### src/sv/ahsm_queue.sv
`timescale 1ns / 1ps
module ahsm_queue #(
  parameter int WIDTH = 8,
  parameter int DEPTH = 4
) (
  input  logic                     clk,
  input  logic                     rst_n,
  input  logic                     push,
  input  logic [WIDTH-1:0]         din,
  input  logic                     pop,
  output logic [WIDTH-1:0]         dout,
  output logic                     empty,
  output logic [$clog2(DEPTH):0]   count
);

  localparam int PW = $clog2(DEPTH);

  logic [WIDTH-1:0] mem_r [DEPTH];
  logic [PW-1:0]    wr_ptr_r, rd_ptr_r;
  logic [PW:0]      count_r;

  // Entry storage.
  always_ff @(posedge clk) begin
    if (push) begin
      mem_r[wr_ptr_r] <= din;
    end
  end

  // Pointers and fill level.
  always_ff @(posedge clk) begin
    if (!rst_n) begin
      wr_ptr_r <= '0;
      rd_ptr_r <= '0;
      count_r  <= '0;
    end else begin
      if (push) begin
        wr_ptr_r <= wr_ptr_r + 1'b1;
      end
      if (pop) begin
        rd_ptr_r <= rd_ptr_r + 1'b1;
      end
      count_r <= count_r + (PW+1)'(push) - (PW+1)'(pop);
    end
  end

  assign dout  = mem_r[rd_ptr_r];
  assign empty = (count_r == '0);
  assign count = count_r;

endmodule

### config.mk
export PLATFORM = sky130hd
export DESIGN_NAME = ahsm_queue
export DESIGN_NICKNAME = d
export VERILOG_FILES = /design/src/sv/ahsm_queue.sv
export SDC_FILE = /design/constraint.sdc
export NUM_CORES = 1
export LEC_CHECK = 0
export ABC_AREA = 1
export BUFFER_PORTS_ARGS = -buffer_cell sky130_fd_sc_hd__buf_2
export CAP_MARGIN = 10
export CORE_ASPECT_RATIO = 2
export CORE_MARGIN = 2
export CORE_UTILIZATION = 58
export CTS_BUF_LIST = sky130_fd_sc_hd__clkbuf_8
export CTS_CLUSTER_DIAMETER = 40
export DETAILED_ROUTE_END_ITERATION = 10
export GPL_ROUTABILITY_DRIVEN = 0
export PLACE_DENSITY_LB_ADDON = 0.15
export SLEW_MARGIN = 40
export SYNTH_ARGS = -nofsm -noshare
export SYNTH_HDL_FRONTEND = slang
export SYNTH_SLANG_ARGS = --single-unit
export TNS_END_PERCENT = 30
### constraint.sdc
create_clock -name clk -period 1.9 [get_ports clk]
set_clock_uncertainty 0.05 [all_clocks]
set_input_delay 0.285 -clock clk [delete_from_list [all_inputs] [get_ports clk]]
set_output_delay 0.285 -clock clk [all_outputs]
set_load 0.01 [all_outputs]
==> results of run 1 <==
==> layout by cell type, fill, tap and decap left out <==
cell type,instances
nand3_1,1
buf_4,1
o211ai_1,8
ha_1,6
nor2_1,1
o21ai_0,10
clkinv_1,2
a21oi_2,1
clkinv_2,1
inv_1,31
edfxtp_1,32
nand2_1,26
o21ai_1,2
fa_1,1
a21oi_1,13
buf_2,23
dfxtp_1,8
nor3_1,1
clkbuf_8,5
dfxtp_2,1
==> registers in the layout (all words and copies together) (netlist names), named ones only <==
name      cells
rd_ptr_r      2
mem_r        32
wr_ptr_r      2
count         3
==> worst max-delay path, delay by kind of cell (launching register included) <==
| kind | cells | cell delay [ps] |
|---|---|---|
| buf+inv | 2 | 420 |
| flops | 1 | 310 |
| simple gates | 2 | 180 |
| compound gates | 1 | 80 |
==> cell type report <==
type | instances | share of cell area
multi-input cells | 70 | 0.211
clock buffers | 5 | 0.0362
repair buffers | 24 | 0.0646
well taps | 29 | 0.0191
inverters | 31 | 0.0613
flip-flops and latches | 41 | 0.601
clock inverters | 3 | 0.00659
==> layer usage <==
layer / vias to the layer above / wire [um] / GRT usage
li1: 539 / - / -
met1: 482 / 1010 / 0.182
met2: 26 / 1600 / 0.363
met3: 6 / 135 / 0.0556
met4: 0 / 74 / 0.103
met5: - / 0 / 0
==> kinds of logic after synthesis <==
kind of cell / count (synthesis) / synth area share
fa+ha+maj: 7 / 0.0556
simple gates: 29 / 0.0651
compound gates: 34 / 0.113
flops: 41 / 0.667
buf+inv: 36 / 0.0988
==> what timing repair did <==
| item | 4_1_cts | 5_1_grt |
|---|---|---|
| gates resized for setup | 0 | 1 |
| hold buffers | 0 | 0 |
| endpoints found under the setup margin | 0 | 1 |
==> worst paths after layout <==
path / startpoint / endpoint / slack, ps
worst min-delay path: din[0] / mem_r[1][0]$_DFFE_PP_ / 160
worst min register to register: rd_ptr_r[1]$_SDFFE_PN0P_ / flop / 430
worst max-delay path: flop / dout[0] / 270
worst max register to register: count[0]$_SDFF_PN0_ / count[2]$_SDFF_PN0_ / 310
==> through the flow <==
step | utilization | setup WS, ps | total power [mW]
global placement | 0.656 | 298 | 1.32
global route | 0.686 | 114 | 1.93
floorplan | - | 313 | 1.24
detailed placement | 0.656 | 265 | 1.34
finish | 0.686 | 274 | 1.83
CTS | 0.685 | 129 | 1.85
==> where the power goes <==
part           switching, mW  total, mW  internal, mW
registers             0.0345       1.06          1.02
logic                  0.157      0.257         0.101
clock network          0.272      0.519         0.247
==> results.yml, run 1 <==
sta:
  rsz0062_at_grt: "no"
  slew_headroom: 0.749
  tightest_slew_ps: 376
  fmax_ghz: 0.615
  report.final.slew_viol_count: 0
  setup-violations-final: 0
  final.period_utilization: 0.856
  fin_tns_setup_ps: 0
  hold_ws_ps: 162
  hold_viol_final: 0
  fin_crit_ps: 1630
synth:
  yosys_warnings: 0
  synth_most_common_cell: "edfxtp_1"
  yosysUniqueCellTypes: 16
  ys_ff_latch: 41
  netlist_area_um2: 1710
  ys_async_sr_fraction: 0
  synth_top_area_cell: "edfxtp_1"
  syn_inst: 147
  yosys_most_used_dff: "edfxtp_1"
  yosysSeqAreaShare: 0.667
  synth_top_cell_area_share: 0.562
  synth.avg_cell_area_um2: 11.6
  synth_edf_count: 32
  syn-num-nets: 166
  synthTopCellsByArea: "edfxtp_1 (56%), dfxtp_1 (11%), inv_1 (6.8%), nand2_1 (5.7%), ha_1 (4.4%)"
  synth_common_cells: "edfxtp_1 (32), inv_1 (31), nand2_1 (26)"
pwr:
  p_leak_nw: 0.832
  p_per_area_nw_per_um2: 966
  peakVddDrop_uv: 680
floorplanning:
  num_io_pins: 24
  die_h_um: 80.8
  core-area_um2: 2770
  rows: 27
  die_x_um: 42.4
  die_area_um2: 3430
  start_util: 0.617
grt:
  antenna_found_initial: 0
  first_global_vias: 1024
  overflow: 0
  grt_pass1_wl_um: 4690
  grt_max_degree: 33
  grt_use_total: 0.194
clock_tree:
  cts_sinks: 41
  cts_tree: "done"
  cts_htree_levels: 2
  clockBufferDepth: 2
  cts_setup_buffers: 0
  root_buffer: "clkbuf_8"
  cts_buffers: 5
  clk_latency_ps: 290
  path_clk_slew_ps: 70
cells_and_area:
  drive_above_1_share: 0.184
  final_cells: 203
  area_growth_pct: 11.0
  multiInputGateArea_um2: 400
  n_antenna_cell: 0
  fin_nets: 192
  fill_cells: 222
  regArea_um2: 1140
  finalInstanceArea_um2: 1900
detailed_routing:
  first_pass_iters: 4
  antenna_left: 0
  routed_wirelength_um: 2820
  vias: 1053
  wl_per_cell_um: 13.9
  drt_iter0_drc: 31
  drc: 0
  viasPerCell: 5.19
setup_path:
  cp.required_ps: 1560
  cp.arrival_ps: 1290
  rr_worst_depth: 7
  critPathMaxStageDelay_ps: 310
  crit_chain: "buf_4 -> nand2_1 -> o211ai_1 -> nand2_1 -> buf_2"
  critPathMostFrequentCell: "nand2_1"
  path_max_fanout: 32
  path_class: "reg -> out"
  worstSetupEndpointType: "primary output"
  cpMaxStageDelayCell: "dfxtp_1"
  worstSetupStartpointType: "flop"
status:
  outcome: "complete, no violations"
placed_design:
  port_buffers: 23
  place_area_um2: 1820
  dp.cells: 195
  dpl.hpwl_um: 2040
hold_path:
  min_path_type: "in -> reg"
  holdPathStages: 1
job:
  drv_cap: 0
Power figures use the tool's default switching activity.
==> run 2, diff against run 1 <==
- ABC_AREA: 1 -> unset
- CTS_CLUSTER_SIZE: unset -> 16
==> results.yml, run 2 <==
synth:
  synth_common_cells: "edfxtp_1 (32), dfxtp_1 (9), mux4_2 (8)"
  synth_most_common_cell: "edfxtp_1"
  synth.avg_cell_area_um2: 19.0
  yosysUniqueCellTypes: 17
  yosys_most_used_dff: "edfxtp_1"
  yosysSeqAreaShare: 0.716
  synth_top_area_cell: "edfxtp_1"
  synthTopCellsByArea: "edfxtp_1 (60%), dfxtp_1 (11%), mux4_2 (11%), ha_1 (4.7%), and2_1 (2.4%)"
  yosys_warnings: 0
  ys_async_sr_fraction: 0
  syn_inst: 84
  synth_top_cell_area_share: 0.603
  syn-num-nets: 103
  netlist_area_um2: 1590
  synth_edf_count: 32
  ys_ff_latch: 41
cells_and_area:
  regMostFlops: "mem_r"
  largest_reg_flops: 32
  drive_above_1_share: 0.360
  fill_cells: 169
  final_cell_mix: "edfxtp_1 (32), buf_2 (23), inv_1 (8), mux4_2 (8), dfxtp_1 (8)"
  n_antenna_cell: 0
  regArea_um2: 1140
  area_growth_pct: 15.7
  multiInputGateArea_um2: 410
  fin_nets: 132
  layout_commonest_cell: "edfxtp_1"
job:
  drv_cap: 0
setup_path:
  cp.arrival_ps: 1470
  cpMaxStageDelayCell: "mux4_2"
  worstSetupEndpointType: "primary output"
  cp.buffers_inverters: 2
  cp.required_ps: 1560
  path_max_fanout: 8
  critPathMaxStageDelay_ps: 520
  crit_chain: "buf_4 -> mux4_2 -> buf_2"
  cpLargestDelayFamily: "multiplexers"
  path_class: "reg -> out"
  worstSetupStartpointType: "flop"
grt:
  grt_use_total: 0.176
  first_global_vias: 790
  grt_max_degree: 14
  overflow: 0
  grt_pass1_wl_um: 3700
  antenna_found_initial: 0
pwr:
  peakVddDrop_uv: 769
  switchingPower_mw: 0.436
  p_sw_frac: 0.218
  pwr-share-clk: 0.328
  p_leak_nw: 0.707
  p_total_mw: 2.00
  sequentialPowerShare: 0.533
  power.share.combinational: 0.139
  p_per_area_nw_per_um2: 1080
  intPower_mw: 1.56
detailed_routing:
  wl_per_cell_um: 16.2
  vias: 767
  routed_wirelength_um: 2310
  antenna_left: 0
  drc: 0
  viasPerCell: 5.40
  drt_iter0_drc: 32
  first_pass_iters: 4
clock_tree:
  clk_latency_ps: 280
  hold_buffers: 0
  cts_buffers: 5
  path_clk_slew_ps: 80
  root_buffer: "clkbuf_8"
  cts_setup_buffers: 0
  clockBufferDepth: 2
  cts_htree_levels: 2
  cts_sinks: 41
  cts_tree: "done"
sta:
  final.period_utilization: 0.948
  report.final.slew_viol_count: 0
  tightest_slew_ps: 433
  slew_headroom: 0.711
  fin_crit_ps: 1800
  fmax_ghz: 0.555
  setup-violations-final: 0
  fin_tns_setup_ps: 0
  hold_ws_ps: 161
  rsz0062_at_grt: "no"
  hold_viol_final: 0
floorplanning:
  die_h_um: 78.1
  die_area_um2: 3210
  die_x_um: 41.1
  num_io_pins: 24
  rows: 26
  start_util: 0.620
  core-area_um2: 2570
placed_design:
  dpl.hpwl_um: 1700
  port_buffers: 23
status:
  outcome: "complete, no violations"
hold_path:
  min_path_type: "in -> reg"
==> run 2: cell count changes in the layout (fill, tap and decap cells not counted), sizes merged, moves of 8 or more <==
cell    delta
o211ai     -8
a21oi     -13
o21ai     -12
nand2     -26
mux4       +8
inv       -23
==> run 2: final timing paths <==
kind	slack [ps]	to	start	cells after the start
setup reg to reg	100	count[2]$_SDFF_PN0_	count[0]$_SDFF_PN0_	7
setup / recovery	100	dout[3]	flop	3
hold reg to reg	500	rd_ptr_r[1]$_SDFFE_PN0P_	rd_ptr_r[0]$_SDFFE_PN0P_	2
hold / removal	160	mem_r[2][2]$_DFFE_PP_	din[2]	1
==> run 2: layout make-up <==
cell class,instances,share of cell area
clock inverters,3,0.0210
flip-flops and latches,41,0.619
multi-input cells,34,0.223
repair buffers,24,0.0665
well taps,28,0.0190
clock buffers,5,0.0373
inverters,7,0.0142
==> run 2: layer usage <==
metal	global-route usage	wire, um	up-vias
li1	-	-	367
met1	0.198	876	372
met2	0.291	1280	21
met3	0.0424	100	7
met4	0.0800	49	0
met5	0	0	-
==> run 2: kinds of logic after synthesis <==
family                     share of synthesized area
buffers and inverters                         0.0267
muxes                                          0.119
xor gates and xnor gates                      0.0259
AOI/OAI and AO/OA                            0.00942
adders and majority gates                     0.0597
DFF                                            0.716
and+or+nand+nor                               0.0432
==> run 2: worst register-to-register path: stages, from the launching register on <==
cell	delay [ps]
dfxtp_2	340
inv_1	50
ha_1	260
inv_1	40
ha_1	180
fa_1	380
xor3_1	350
nor2_1	90
==> run 2: stage by stage <==
stage | utilization | cell area, um^2 | std cells | setup slack [ps]
6_report | 0.718 | 1840 | 142 | 98.6
5_1_grt | 0.718 | 1840 | 142 | 20.2
4_1_cts | 0.717 | 1840 | 142 | 55.7
3_5_place_dp | 0.675 | 1740 | 134 | 52.7
3_3_place_gp | 0.675 | 1740 | 134 | 72.9
2_1_floorplan | - | 1590 | 84 | 104
==> run 2: repair_timing <==
item | 4_1_cts | 5_1_grt
resized for setup | 0 | 1
endpoints found under the hold margin | 0 | 0
endpoints found under the setup margin | 0 | 1
==> run 2: power by group through the flow <==
stage          registers [mW]  logic, mW  clock network, mW
2_1_floorplan            1.08      0.185                  0
3_3_place_gp             1.08      0.274                  0
3_5_place_dp             1.09      0.284                  0
4_1_cts                  1.07      0.286              0.669
5_1_grt                  1.07      0.312              0.719
6_report                 1.07      0.278              0.656
